**src/rtl/bouncing_projectile_step_macros.svh**
```systemverilog
// assertion macros used by the projectile step sequencer
`ifndef BOUNCING_PROJECTILE_STEP_MACROS_SVH
`define BOUNCING_PROJECTILE_STEP_MACROS_SVH

// same-cycle implication, checked outside reset
`define BPS_ASSERT_NOW(label, ante, cons, msg) \
    label: assert property (@(posedge clk) disable iff (!rst_n) (ante) |-> (cons)) else $error(msg);

// next-cycle implication, checked outside reset
`define BPS_ASSERT_NEXT(label, ante, cons, msg) \
    label: assert property (@(posedge clk) disable iff (!rst_n) (ante) |=> (cons)) else $error(msg);

`endif

```
**src/rtl/bps_pkg.sv**
```systemverilog
// shared types, constants and saturation helpers for the projectile step block
package bps_pkg;

    // field widths
    localparam int POS_W  = 24;
    localparam int DIR_W  = 16;
    localparam int FRAC_W = 16;
    localparam int CFG_W  = 16;
    localparam int IDX_W  = 3;

    // configuration reset values
    localparam logic [14:0] GRAVITY_RST      = 15'd6144;
    localparam logic [15:0] DRAG_RST         = 16'd63854;
    localparam logic [15:0] RESTITUTION_RST  = 16'd49152;
    localparam logic [11:0] RADIUS_RST       = 12'd20;
    localparam logic [14:0] WIDTH_RST        = 15'd1280;
    localparam logic [14:0] HEIGHT_RST       = 15'd480;
    localparam logic [14:0] MIN_SPEED_RST    = 15'd82;

    // request kinds
    localparam logic REQ_LAUNCH = 1'b0;
    localparam logic REQ_TICK   = 1'b1;

    // configuration register indexes
    typedef enum logic [IDX_W-1:0] {
        CFG_GRAVITY     = 3'd0,
        CFG_DRAG        = 3'd1,
        CFG_RESTITUTION = 3'd2,
        CFG_RADIUS      = 3'd3,
        CFG_WIDTH       = 3'd4,
        CFG_HEIGHT      = 3'd5,
        CFG_MIN_SPEED   = 3'd6
    } cfg_idx_t;

    typedef struct packed {
        logic [14:0] gravity;
        logic [15:0] drag_factor;
        logic [15:0] restitution;
        logic [11:0] ball_radius;
        logic [14:0] bound_width;
        logic [14:0] bound_height;
        logic [14:0] min_speed;
    } cfg_t;

    typedef struct packed {
        logic                    req_type;
        logic [FRAC_W-1:0]       time_step;
        logic signed [POS_W-1:0] start_x;
        logic signed [POS_W-1:0] start_y;
        logic signed [DIR_W-1:0] start_dir_x;
        logic signed [DIR_W-1:0] start_dir_y;
        logic [15:0]             start_speed;
    } item_t;

    typedef struct packed {
        logic signed [POS_W-1:0] pos_x;
        logic signed [POS_W-1:0] pos_y;
        logic signed [DIR_W-1:0] dir_x;
        logic signed [DIR_W-1:0] dir_y;
        logic                    visible;
        logic                    moving;
    } result_t;

    // product selected on the shared multiplier
    typedef enum logic [3:0] {
        OP_NONE,
        OP_DXX,
        OP_DYY,
        OP_MSS,
        OP_SDT,
        OP_GDT,
        OP_DRX,
        OP_DRY,
        OP_PMX,
        OP_PMY,
        OP_RFX,
        OP_RFY
    } mul_op_t;

    typedef enum logic [3:0] {
        S_IDLE,
        S_DXX,
        S_DYY,
        S_MSS,
        S_CMP,
        S_GDT,
        S_DRX,
        S_DRY,
        S_PMX,
        S_PMY,
        S_RFX,
        S_RFY,
        S_RWB,
        S_DONE
    } state_t;

    typedef struct packed {
        logic    accept;
        mul_op_t op;
        logic    out_load;
    } cmd_t;

    typedef struct packed {
        logic moving_now;
    } status_t;

    // clamp a wide signed value to the direction range
    function automatic logic signed [DIR_W-1:0] sat_dir(input logic signed [33:0] v);
        logic signed [DIR_W-1:0] r;
        if (v > 34'sd32767)
            r = 16'sh7FFF;
        else if (v < -34'sd32768)
            r = 16'sh8000;
        else
            r = v[DIR_W-1:0];
        return r;
    endfunction

    // clamp a wide signed value to the position range
    function automatic logic signed [POS_W-1:0] sat_pos(input logic signed [26:0] v);
        logic signed [POS_W-1:0] r;
        if (v > 27'sd8388607)
            r = 24'sh7FFFFF;
        else if (v < -27'sd8388608)
            r = 24'sh800000;
        else
            r = v[POS_W-1:0];
        return r;
    endfunction

endpackage

```
**src/rtl/bps_cfg_regs.sv**
```systemverilog
// configuration register bank with reset values
module bps_cfg_regs (
    input  logic                      clk,
    input  logic                      rst_n,
    input  logic                      wr_en,
    input  logic [bps_pkg::IDX_W-1:0] wr_index,
    input  logic [bps_pkg::CFG_W-1:0] wr_data,
    output bps_pkg::cfg_t             cfg
);

    bps_pkg::cfg_t cfg_reg;
    bps_pkg::cfg_t cfg_next;

    // decode the register index, unknown indexes are dropped
    always_comb
    begin
        cfg_next = cfg_reg;
        if (wr_en)
        begin
            unique case (wr_index)
                bps_pkg::CFG_GRAVITY:     cfg_next.gravity      = wr_data[14:0];
                bps_pkg::CFG_DRAG:        cfg_next.drag_factor  = wr_data;
                bps_pkg::CFG_RESTITUTION: cfg_next.restitution  = wr_data;
                bps_pkg::CFG_RADIUS:      cfg_next.ball_radius  = wr_data[11:0];
                bps_pkg::CFG_WIDTH:       cfg_next.bound_width  = wr_data[14:0];
                bps_pkg::CFG_HEIGHT:      cfg_next.bound_height = wr_data[14:0];
                bps_pkg::CFG_MIN_SPEED:   cfg_next.min_speed    = wr_data[14:0];
                default:                  cfg_next = cfg_reg;
            endcase
        end
    end

    // register storage
    always_ff @(posedge clk or negedge rst_n)
    begin
        if (!rst_n)
        begin
            cfg_reg.gravity      <= bps_pkg::GRAVITY_RST;
            cfg_reg.drag_factor  <= bps_pkg::DRAG_RST;
            cfg_reg.restitution  <= bps_pkg::RESTITUTION_RST;
            cfg_reg.ball_radius  <= bps_pkg::RADIUS_RST;
            cfg_reg.bound_width  <= bps_pkg::WIDTH_RST;
            cfg_reg.bound_height <= bps_pkg::HEIGHT_RST;
            cfg_reg.min_speed    <= bps_pkg::MIN_SPEED_RST;
        end
        else
        begin
            cfg_reg <= cfg_next;
        end
    end

    assign cfg = cfg_reg;

endmodule

```
**src/rtl/bps_datapath.sv**
```systemverilog
// ball state, shared multiplier, writeback and wall clamp logic
module bps_datapath (
    input  logic             clk,
    input  logic             rst_n,
    input  bps_pkg::cfg_t    cfg,
    input  bps_pkg::item_t   item,
    input  bps_pkg::cmd_t    cmd,
    output bps_pkg::status_t status,
    output bps_pkg::result_t result
);

    // ball state
    logic signed [23:0] pos_x_reg, pos_x_next;
    logic signed [23:0] pos_y_reg, pos_y_next;
    logic signed [15:0] dir_x_reg, dir_x_next;
    logic signed [15:0] dir_y_reg, dir_y_next;
    logic [15:0]        speed_reg, speed_next;
    logic               visible_reg, visible_next;
    logic               moving_reg, moving_next;

    // working registers
    logic [15:0]        dt_reg, dt_next;
    logic [31:0]        acc_reg, acc_next;
    logic [31:0]        spdt_reg, spdt_next;
    logic signed [49:0] prod_reg, prod_next;
    bps_pkg::mul_op_t   wb_op_reg;
    logic               hit_x_reg, hit_x_next;
    logic               hit_y_reg, hit_y_next;
    bps_pkg::result_t   result_reg, result_next;

    // multiplier operands
    logic signed [16:0] mul_a;
    logic signed [32:0] mul_b;
    logic signed [16:0] dx_ext, dy_ext;

    // wall tests
    logic signed [25:0] rad26, w26, h26, px26, py26;
    logic               lo_x, hi_x, lo_y, hi_y;
    logic signed [25:0] right_x, floor_y;

    // writeback sums
    logic signed [17:0] grav_sum;
    logic signed [26:0] move_x, move_y;
    logic               launch, tick;

    assign dx_ext = {dir_x_reg[15], dir_x_reg};
    assign dy_ext = {dir_y_reg[15], dir_y_reg};
    assign launch = cmd.accept && (item.req_type == bps_pkg::REQ_LAUNCH);
    assign tick   = cmd.accept && (item.req_type == bps_pkg::REQ_TICK);

    // operand select for the shared multiplier
    always_comb
    begin
        mul_a = '0;
        mul_b = '0;
        unique case (cmd.op)
            bps_pkg::OP_DXX:
            begin
                mul_a = dx_ext;
                mul_b = {{17{dir_x_reg[15]}}, dir_x_reg};
            end
            bps_pkg::OP_DYY:
            begin
                mul_a = dy_ext;
                mul_b = {{17{dir_y_reg[15]}}, dir_y_reg};
            end
            bps_pkg::OP_MSS:
            begin
                mul_a = {2'b00, cfg.min_speed};
                mul_b = {18'd0, cfg.min_speed};
            end
            bps_pkg::OP_SDT:
            begin
                mul_a = {1'b0, speed_reg};
                mul_b = {17'd0, dt_reg};
            end
            bps_pkg::OP_GDT:
            begin
                mul_a = {2'b00, cfg.gravity};
                mul_b = {17'd0, dt_reg};
            end
            bps_pkg::OP_DRX:
            begin
                mul_a = dx_ext;
                mul_b = {17'd0, cfg.drag_factor};
            end
            bps_pkg::OP_DRY:
            begin
                mul_a = dy_ext;
                mul_b = {17'd0, cfg.drag_factor};
            end
            bps_pkg::OP_PMX:
            begin
                mul_a = dx_ext;
                mul_b = {1'b0, spdt_reg};
            end
            bps_pkg::OP_PMY:
            begin
                mul_a = dy_ext;
                mul_b = {1'b0, spdt_reg};
            end
            bps_pkg::OP_RFX:
            begin
                mul_a = 17'sd0 - dx_ext;
                mul_b = {17'd0, cfg.restitution};
            end
            bps_pkg::OP_RFY:
            begin
                mul_a = 17'sd0 - dy_ext;
                mul_b = {17'd0, cfg.restitution};
            end
            default:
            begin
                mul_a = '0;
                mul_b = '0;
            end
        endcase
    end

    assign prod_next = mul_a * mul_b;

    // wall geometry in q.8 pixels
    assign rad26   = {6'd0, cfg.ball_radius, 8'd0};
    assign w26     = {3'd0, cfg.bound_width, 8'd0};
    assign h26     = {3'd0, cfg.bound_height, 8'd0};
    assign px26    = {{2{pos_x_reg[23]}}, pos_x_reg};
    assign py26    = {{2{pos_y_reg[23]}}, pos_y_reg};
    assign lo_x    = (px26 - rad26) <= 26'sd0;
    assign hi_x    = (px26 + rad26) >= w26;
    assign lo_y    = (py26 - rad26) <= 26'sd0;
    assign hi_y    = (py26 + rad26) >= h26;
    assign right_x = w26 - rad26;
    assign floor_y = h26 - rad26;

    // writeback arithmetic
    assign grav_sum = {{2{dir_y_reg[15]}}, dir_y_reg} + {2'b00, prod_reg[31:16]};
    assign move_x   = {{3{pos_x_reg[23]}}, pos_x_reg} + {prod_reg[49], prod_reg[49:24]};
    assign move_y   = {{3{pos_y_reg[23]}}, pos_y_reg} + {prod_reg[49], prod_reg[49:24]};

    // speed test on the squared magnitude
    assign status.moving_now = (wb_op_reg == bps_pkg::OP_MSS) &&
                               (acc_reg > {2'b00, prod_reg[29:0]});

    // next state of the ball and working registers
    always_comb
    begin
        pos_x_next   = pos_x_reg;
        pos_y_next   = pos_y_reg;
        dir_x_next   = dir_x_reg;
        dir_y_next   = dir_y_reg;
        speed_next   = speed_reg;
        visible_next = visible_reg;
        moving_next  = moving_reg;
        dt_next      = dt_reg;
        acc_next     = acc_reg;
        spdt_next    = spdt_reg;
        hit_x_next   = hit_x_reg;
        hit_y_next   = hit_y_reg;

        // item load
        if (launch)
        begin
            pos_x_next   = item.start_x;
            pos_y_next   = item.start_y;
            dir_x_next   = item.start_dir_x;
            dir_y_next   = item.start_dir_y;
            speed_next   = item.start_speed;
            visible_next = 1'b0;
            moving_next  = 1'b0;
        end
        if (tick)
        begin
            dt_next      = item.time_step;
            visible_next = visible_reg | ~lo_x;
            moving_next  = 1'b0;
        end

        // consume the product registered last cycle
        unique case (wb_op_reg)
            bps_pkg::OP_DXX: acc_next = prod_reg[31:0];
            bps_pkg::OP_DYY: acc_next = acc_reg + prod_reg[31:0];
            bps_pkg::OP_MSS: moving_next = status.moving_now;
            bps_pkg::OP_SDT: spdt_next = prod_reg[31:0];
            bps_pkg::OP_GDT: dir_y_next = bps_pkg::sat_dir({{16{grav_sum[17]}}, grav_sum});
            bps_pkg::OP_DRX: dir_x_next = bps_pkg::sat_dir(prod_reg[49:16]);
            bps_pkg::OP_DRY: dir_y_next = bps_pkg::sat_dir(prod_reg[49:16]);
            bps_pkg::OP_PMX: pos_x_next = bps_pkg::sat_pos(move_x);
            bps_pkg::OP_PMY: pos_y_next = bps_pkg::sat_pos(move_y);
            bps_pkg::OP_RFX:
            begin
                if (hit_x_reg)
                    dir_x_next = bps_pkg::sat_dir(prod_reg[49:16]);
            end
            bps_pkg::OP_RFY:
            begin
                if (hit_y_reg)
                    dir_y_next = bps_pkg::sat_dir(prod_reg[49:16]);
            end
            default: acc_next = acc_reg;
        endcase

        // wall clamp, issued alongside the reflection product
        if (cmd.op == bps_pkg::OP_RFX)
        begin
            hit_x_next = visible_reg && (lo_x || hi_x);
            if (visible_reg && lo_x)
                pos_x_next = rad26[23:0];
            else if (visible_reg && hi_x)
                pos_x_next = right_x[23:0];
        end
        if (cmd.op == bps_pkg::OP_RFY)
        begin
            hit_y_next = visible_reg && (lo_y || hi_y);
            if (visible_reg && lo_y)
                pos_y_next = rad26[23:0];
            else if (visible_reg && hi_y)
                pos_y_next = floor_y[23:0];
        end
    end

    // result capture
    always_comb
    begin
        result_next = result_reg;
        if (cmd.out_load)
        begin
            result_next.pos_x   = pos_x_reg;
            result_next.pos_y   = pos_y_reg;
            result_next.dir_x   = dir_x_reg;
            result_next.dir_y   = dir_y_reg;
            result_next.visible = visible_reg;
            result_next.moving  = moving_reg;
        end
    end

    // state and control registers
    always_ff @(posedge clk or negedge rst_n)
    begin
        if (!rst_n)
        begin
            pos_x_reg   <= '0;
            pos_y_reg   <= '0;
            dir_x_reg   <= '0;
            dir_y_reg   <= '0;
            speed_reg   <= '0;
            visible_reg <= 1'b0;
            moving_reg  <= 1'b0;
            wb_op_reg   <= bps_pkg::OP_NONE;
            hit_x_reg   <= 1'b0;
            hit_y_reg   <= 1'b0;
        end
        else
        begin
            pos_x_reg   <= pos_x_next;
            pos_y_reg   <= pos_y_next;
            dir_x_reg   <= dir_x_next;
            dir_y_reg   <= dir_y_next;
            speed_reg   <= speed_next;
            visible_reg <= visible_next;
            moving_reg  <= moving_next;
            wb_op_reg   <= cmd.op;
            hit_x_reg   <= hit_x_next;
            hit_y_reg   <= hit_y_next;
        end
    end

    // payload registers
    always_ff @(posedge clk)
    begin
        dt_reg     <= dt_next;
        acc_reg    <= acc_next;
        spdt_reg   <= spdt_next;
        prod_reg   <= prod_next;
        result_reg <= result_next;
    end

    assign result = result_reg;

endmodule

```
**src/rtl/bps_ctrl.sv**
```systemverilog
// sequencer that steps the shared multiplier through one tick
`include "bouncing_projectile_step_macros.svh"

module bps_ctrl (
    input  logic             clk,
    input  logic             rst_n,
    input  logic             s_valid,
    input  logic             req_type,
    output logic             in_ready,
    input  logic             m_ready,
    output logic             out_valid,
    input  bps_pkg::status_t status,
    output bps_pkg::cmd_t    cmd
);

    bps_pkg::state_t state_reg, state_next;
    logic            out_valid_reg, out_valid_next;

    // next state and commands
    always_comb
    begin
        state_next   = state_reg;
        cmd.accept   = 1'b0;
        cmd.op       = bps_pkg::OP_NONE;
        cmd.out_load = 1'b0;
        unique case (state_reg)
            bps_pkg::S_IDLE:
            begin
                if (s_valid)
                begin
                    cmd.accept = 1'b1;
                    state_next = (req_type == bps_pkg::REQ_TICK) ? bps_pkg::S_DXX
                                                                 : bps_pkg::S_DONE;
                end
            end
            bps_pkg::S_DXX:
            begin
                cmd.op     = bps_pkg::OP_DXX;
                state_next = bps_pkg::S_DYY;
            end
            bps_pkg::S_DYY:
            begin
                cmd.op     = bps_pkg::OP_DYY;
                state_next = bps_pkg::S_MSS;
            end
            bps_pkg::S_MSS:
            begin
                cmd.op     = bps_pkg::OP_MSS;
                state_next = bps_pkg::S_CMP;
            end
            bps_pkg::S_CMP:
            begin
                if (status.moving_now)
                begin
                    cmd.op     = bps_pkg::OP_SDT;
                    state_next = bps_pkg::S_GDT;
                end
                else
                begin
                    state_next = bps_pkg::S_DONE;
                end
            end
            bps_pkg::S_GDT:
            begin
                cmd.op     = bps_pkg::OP_GDT;
                state_next = bps_pkg::S_DRX;
            end
            bps_pkg::S_DRX:
            begin
                cmd.op     = bps_pkg::OP_DRX;
                state_next = bps_pkg::S_DRY;
            end
            bps_pkg::S_DRY:
            begin
                cmd.op     = bps_pkg::OP_DRY;
                state_next = bps_pkg::S_PMX;
            end
            bps_pkg::S_PMX:
            begin
                cmd.op     = bps_pkg::OP_PMX;
                state_next = bps_pkg::S_PMY;
            end
            bps_pkg::S_PMY:
            begin
                cmd.op     = bps_pkg::OP_PMY;
                state_next = bps_pkg::S_RFX;
            end
            bps_pkg::S_RFX:
            begin
                cmd.op     = bps_pkg::OP_RFX;
                state_next = bps_pkg::S_RFY;
            end
            bps_pkg::S_RFY:
            begin
                cmd.op     = bps_pkg::OP_RFY;
                state_next = bps_pkg::S_RWB;
            end
            bps_pkg::S_RWB:
            begin
                state_next = bps_pkg::S_DONE;
            end
            bps_pkg::S_DONE:
            begin
                if (!out_valid_reg || m_ready)
                begin
                    cmd.out_load = 1'b1;
                    state_next   = bps_pkg::S_IDLE;
                end
            end
            default:
            begin
                state_next = bps_pkg::S_IDLE;
            end
        endcase
    end

    // output word valid flag
    always_comb
    begin
        out_valid_next = out_valid_reg;
        if (cmd.out_load)
            out_valid_next = 1'b1;
        else if (m_ready)
            out_valid_next = 1'b0;
    end

    // state registers
    always_ff @(posedge clk or negedge rst_n)
    begin
        if (!rst_n)
        begin
            state_reg     <= bps_pkg::S_IDLE;
            out_valid_reg <= 1'b0;
        end
        else
        begin
            state_reg     <= state_next;
            out_valid_reg <= out_valid_next;
        end
    end

    assign in_ready  = (state_reg == bps_pkg::S_IDLE);
    assign out_valid = out_valid_reg;

    // sequencing checks
    `BPS_ASSERT_NEXT(a_launch_to_done, s_valid && in_ready && (req_type == bps_pkg::REQ_LAUNCH), state_reg == bps_pkg::S_DONE, "launch word did not go straight to result")
    `BPS_ASSERT_NEXT(a_tick_starts, s_valid && in_ready && (req_type == bps_pkg::REQ_TICK), state_reg == bps_pkg::S_DXX, "tick word did not start the product sequence")
    `BPS_ASSERT_NEXT(a_still_skips, (state_reg == bps_pkg::S_CMP) && !status.moving_now, state_reg == bps_pkg::S_DONE, "slow ball was moved")
    `BPS_ASSERT_NOW(a_no_overwrite, cmd.out_load, !out_valid_reg || m_ready, "result overwrote a word not yet taken")
    `BPS_ASSERT_NEXT(a_load_shows, cmd.out_load, out_valid_reg, "loaded result not presented")

endmodule

```
**src/rtl/bouncing_projectile_step.sv**
```systemverilog
// top level of the bouncing projectile step block
//
// channel   dir  handshake                   contents
// s_axis    in   s_axis_tvalid/tready        request word, tuser = req_type
// m_axis    out  m_axis_tvalid/tready        ball state after the request
// cfg       in   cfg_valid/cfg_ready         register index and write data
//
// a launch goes from accept straight to the result state; a tick runs three
// products when the ball is at or below the minimum speed and all eleven when
// it moves, these dependent products sharing the single multiplier.
// reset is asynchronous and active low, and restores the register defaults.
// a finished result waits in an output register, so a stalled m_axis side
// holds only that word while the next request is already being worked.
module bouncing_projectile_step (
    input  logic         clk,
    input  logic         rst_n,
    input  logic         s_axis_tvalid,
    output logic         s_axis_tready,
    // time_step[15:0], start_x[39:16], start_y[63:40],
    // start_dir_x[79:64], start_dir_y[95:80], start_speed[111:96]
    input  logic [111:0] s_axis_tdata,
    // req_type[0]
    input  logic         s_axis_tuser,
    output logic         m_axis_tvalid,
    input  logic         m_axis_tready,
    // pos_x[23:0], pos_y[47:24], dir_x[63:48], dir_y[79:64],
    // visible[80], moving[81], zero[87:82]
    output logic [87:0]  m_axis_tdata,
    input  logic         cfg_valid,
    output logic         cfg_ready,
    input  logic [2:0]   cfg_index,
    input  logic [15:0]  cfg_data
);

    bps_pkg::cfg_t    cfg;
    bps_pkg::item_t   item;
    bps_pkg::cmd_t    cmd;
    bps_pkg::status_t status;
    bps_pkg::result_t result;

    // unpack the request word
    assign item.req_type    = s_axis_tuser;
    assign item.time_step   = s_axis_tdata[15:0];
    assign item.start_x     = s_axis_tdata[39:16];
    assign item.start_y     = s_axis_tdata[63:40];
    assign item.start_dir_x = s_axis_tdata[79:64];
    assign item.start_dir_y = s_axis_tdata[95:80];
    assign item.start_speed = s_axis_tdata[111:96];

    assign cfg_ready = 1'b1;

    // configuration registers
    bps_cfg_regs u_cfg (
        .clk      (clk),
        .rst_n    (rst_n),
        .wr_en    (cfg_valid),
        .wr_index (cfg_index),
        .wr_data  (cfg_data),
        .cfg      (cfg)
    );

    // sequencer
    bps_ctrl u_ctrl (
        .clk       (clk),
        .rst_n     (rst_n),
        .s_valid   (s_axis_tvalid),
        .req_type  (s_axis_tuser),
        .in_ready  (s_axis_tready),
        .m_ready   (m_axis_tready),
        .out_valid (m_axis_tvalid),
        .status    (status),
        .cmd       (cmd)
    );

    // arithmetic and ball state
    bps_datapath u_dp (
        .clk    (clk),
        .rst_n  (rst_n),
        .cfg    (cfg),
        .item   (item),
        .cmd    (cmd),
        .status (status),
        .result (result)
    );

    // pack the result word
    assign m_axis_tdata = {6'd0, result.moving, result.visible, result.dir_y,
                           result.dir_x, result.pos_y, result.pos_x};

endmodule

```
**config.mk**
```make
export PLATFORM = sky130hd
export DESIGN_NAME = bouncing_projectile_step
export DESIGN_NICKNAME = d
export VERILOG_FILES = /design/src/rtl/bps_pkg.sv /design/src/rtl/bps_cfg_regs.sv /design/src/rtl/bps_datapath.sv /design/src/rtl/bps_ctrl.sv /design/src/rtl/bouncing_projectile_step.sv
export VERILOG_INCLUDE_DIRS = /design/src /design/src/rtl
export SDC_FILE = /design/constraint.sdc
export NUM_CORES = 2
export LEC_CHECK = 0
export ABC_AREA = 1
export BUFFER_PORTS_ARGS = -buffer_cell sky130_fd_sc_hd__buf_2
export CORE_ASPECT_RATIO = 1.2
export CORE_MARGIN = 3
export CORE_UTILIZATION = 30
export CTS_BUF_LIST = sky130_fd_sc_hd__clkbuf_8
export CTS_CLUSTER_SIZE = 12
export DETAILED_ROUTE_END_ITERATION = 10
export GPL_TIMING_DRIVEN = 0
export PLACE_DENSITY = 0.51
export SLEW_MARGIN = 15
export SYNTH_ARGS = -nofsm -noshare
export SYNTH_HDL_FRONTEND = slang
export SYNTH_SLANG_ARGS = --single-unit
```
**constraint.sdc**
```tcl
create_clock -name clk -period 9.6 [get_ports clk]
set_input_delay 2.4 -clock clk [delete_from_list [all_inputs] [get_ports clk]]
set_output_delay 2.4 -clock clk [all_outputs]
set_load 0.005 [all_outputs]
```
==> run summary <==
Clock Tree Root -> clkbuf_8
Fin. Hold Viols -> 0
port bufs -> 220
row count -> 165
initial antenna violation count -> 21
Yosys top cell by area -> fa_1
syn_area_per_cell -> 7.78 µm²
Crit Path Max Fanout -> 10
Total Nets Final -> 7945
Syn. warnings -> 0
final worst path period share -> 0.972
hold slack -> 0.486 ns
clock-pin slew on the worst setup and hold paths -> 0.07 ns
Startpoint Class -> flip-flop
Fin Clk Skew -> 0.0693 ns
Crit Path Category -> flip-flop to flip-flop
GR peak layer -> met2
CP required -> 10.26 ns
Synth Register Bits -> 425
post-DP HPWL -> 180000 µm
sequential fraction of the synthesis area -> 0.220
Post-CTS Hold Fix Bufs -> 0
fin crit period -> 9.33 ns
Detailed Routing Iterations Pass 1 -> 8
footprint of the multi-input gates -> 0.0340 mm²
hold depth -> 2
# clock sinks -> 425
setup slack, reg-to-reg -> 0.27 ns
total CTS buffers -> 79
Slew Viols, Final -> 0
fill cell count -> 18149
top post-synthesis cells by area -> fa_1 (21%), nand2_1 (10%), edfxtp_1 (9.5%), inv_1 (9.5%), dfrtp_1 (9.2%)
leading cell type in the layout, fill and taps excluded -> nand2_1
Critical Path AT -> 9.99 ns
DR vias -> 45835
CP peak stage delay -> 0.57 ns
largest net degree at the start of global routing -> 95
die area -> 0.175 mm²
Post-DRT Antenna Nets -> 0
vias in the first global route -> 46841
CTS tree -> built
DR vias/cell -> 4.96
Worst-Skew Late Latency -> 0.79 ns
initial DRC count -> 3838
M2 GR Usage -> 0.400
Relative slew margins -> 0.209
status -> complete, no violations
MaxCap Viol Count -> 0
asr flop ratio synth -> 0.501
hold_sp -> u_cfg.cfg[73]
Die W -> 383 µm
R2R cell count -> 37
share of cells above drive strength 1 -> 0.110
Top FF cell, synth -> dfrtp_1
worst r2r src -> u_dp.prod_reg[19]
Setup TNS Final -> 0 ns
Initial Util -> 0.302
post-layout util -> 0.340
Largest register FFs -> 104
worst-margin pin slew -> 1.19 ns
Synth Instances -> 6567
Core Area -> 0.169 mm²
GRT Total Usage -> 0.246
Reg area -> 0.0113 mm²
met3 Usage GRT -> 0.0270
DRC Markers -> 0
global-route wire length before repair -> 317000 µm
Yosys top cell area share -> 0.214
worst min path class -> flip-flop to flip-flop
Final Cell Area -> 0.0575 mm²
Post-synth EDFFs -> 162
H-tree depth -> 3
num ports -> 228
Peak Freq -> 107 MHz
met1 GRT Util -> 0.312
most frequent cells in the layout -> nand2_1 (1391), inv_1 (1310), nor2_1 (588)
die height -> 458 µm
R2R Path End -> u_dp.prod_reg[43]
CP max-delay cell -> fa_1
Max Root-Sink Buffers -> 3
drt wl/cell -> 23.6 µm
gp weighted congestion -> 0.995
Setup violations, final -> 0
area grow syn2layout -> 12.5%
synthesized area -> 0.0511 mm²
gr ovfl total -> 0
Setup crit end kind -> flip-flop
Distinct cells, synth -> 73
Routed WL -> 218000 µm
WHS Endpoint -> u_cfg.cfg[73]
DP Area -> 0.0552 mm²
## critical path, delay by kind of cell, from the launching register on
family	cells	cell delay, ns
AO/OA/AOI/OAI	4	0.71
XOR/XNOR	1	0.29
adder cells (fa/ha/maj)	8	3.96
buffers and inverters	9	1.05
flip-flops	1	0.54
AND/OR/NAND/NOR	15	2.66
## Yosys cell counts, types with 8 or more instances
library cell and number:
o211ai_1 23, o21ai_0 387, nor2_2 22, nand3_1 290
nand2_1 1394, o21bai_1 28, a21boi_0 34, o21a_1 9
dfrtp_1 187, a31oi_4 9, nor2_4 19, nand4_1 79
o22ai_1 16, fa_1 547, nor2_1 594, buf_2 58
edfxtp_1 162, buf_4 35, inv_1 1288, a22o_1 15
ha_1 354, nor3_1 42, xnor2_1 55, nor4_1 17
dfstp_2 26, buf_6 24, a31oi_1 25, a21oi_1 351
inv_2 24, xor2_1 125, clkbuf_1 68, nand3b_1 8
or2_2 25, nand2_2 36, dfxtp_1 50, a21o_1 18
## timing repair
| item | in CTS | in global routing |
|---|---|---|
| endpoints found under the setup margin | 34 | 24 |
| resized for setup | 30 | 56 |
| setup buffers | 10 | 16 |
| pin swaps | 2 | 6 |
## per-layer routing
layer	wire (µm)	share of wire
met2	99100	0.46
met3	13400	0.062
met1	88600	0.41
met4	16400	0.075
met5	13	0.000060
## kinds of logic (layout without fill, tap and decap cells)
logic type / Yosys count / count (layout) / synth area share
AOI/OAI and AO/OA: 967 / 967 / 0.109
xor gates and xnor gates: 180 / 180 / 0.0309
adders and majority gates: 901 / 901 / 0.301
buffers and inverters: 1513 / 1914 / 0.119
DFF: 425 / 425 / 0.220
muxes: 7 / 7 / 0.00154
other: 2 / 16 / 0.000147
and+or+nand+nor: 2572 / 2572 / 0.218
## worst max path at each step
stage,startpoint,end,slack [ns],cells past startpoint
4_1_cts,u_dp.prod_reg[25],u_dp.prod_reg[45],-0.06,38
6_report,u_dp.prod_reg[19],u_dp.prod_reg[43],0.27,37
5_1_grt,u_dp.prod_reg[25],u_dp.prod_reg[48],-0.02,38
2_1_floorplan,u_dp.prod_reg[25],u_dp.prod_reg[49],2.00,35
3_3_place_gp,u_dp.prod_reg[25],u_dp.prod_reg[45],-1.39,36
3_5_place_dp,u_dp.prod_reg[25],u_dp.prod_reg[45],-1.43,37
## per-stage QoR
step / std cells / setup WS, ns
after global routing: 9228 / -0.0185
after floorplan: 6572 / 2.00
final: 9236 / 0.271
after detailed placement: 9054 / -1.43
after CTS: 9211 / -0.0593
after global placement: 9046 / -1.39
## final cells by class
cell class,count,area share
Multi-Input combinational cell,4634,0.592
Sequential cell,425,0.196
Inverter,1318,0.0862
Tap cell,2254,0.0491
Timing Repair Buffer,254,0.0266
Clock buffer,89,0.0213
Buffer,195,0.0202
Clock inverter,58,0.00834
Antenna cell,9,0.000392
Power is not shown: default switching activity piles up to over one toggle a cycle in this logic, so the estimate is an artifact.
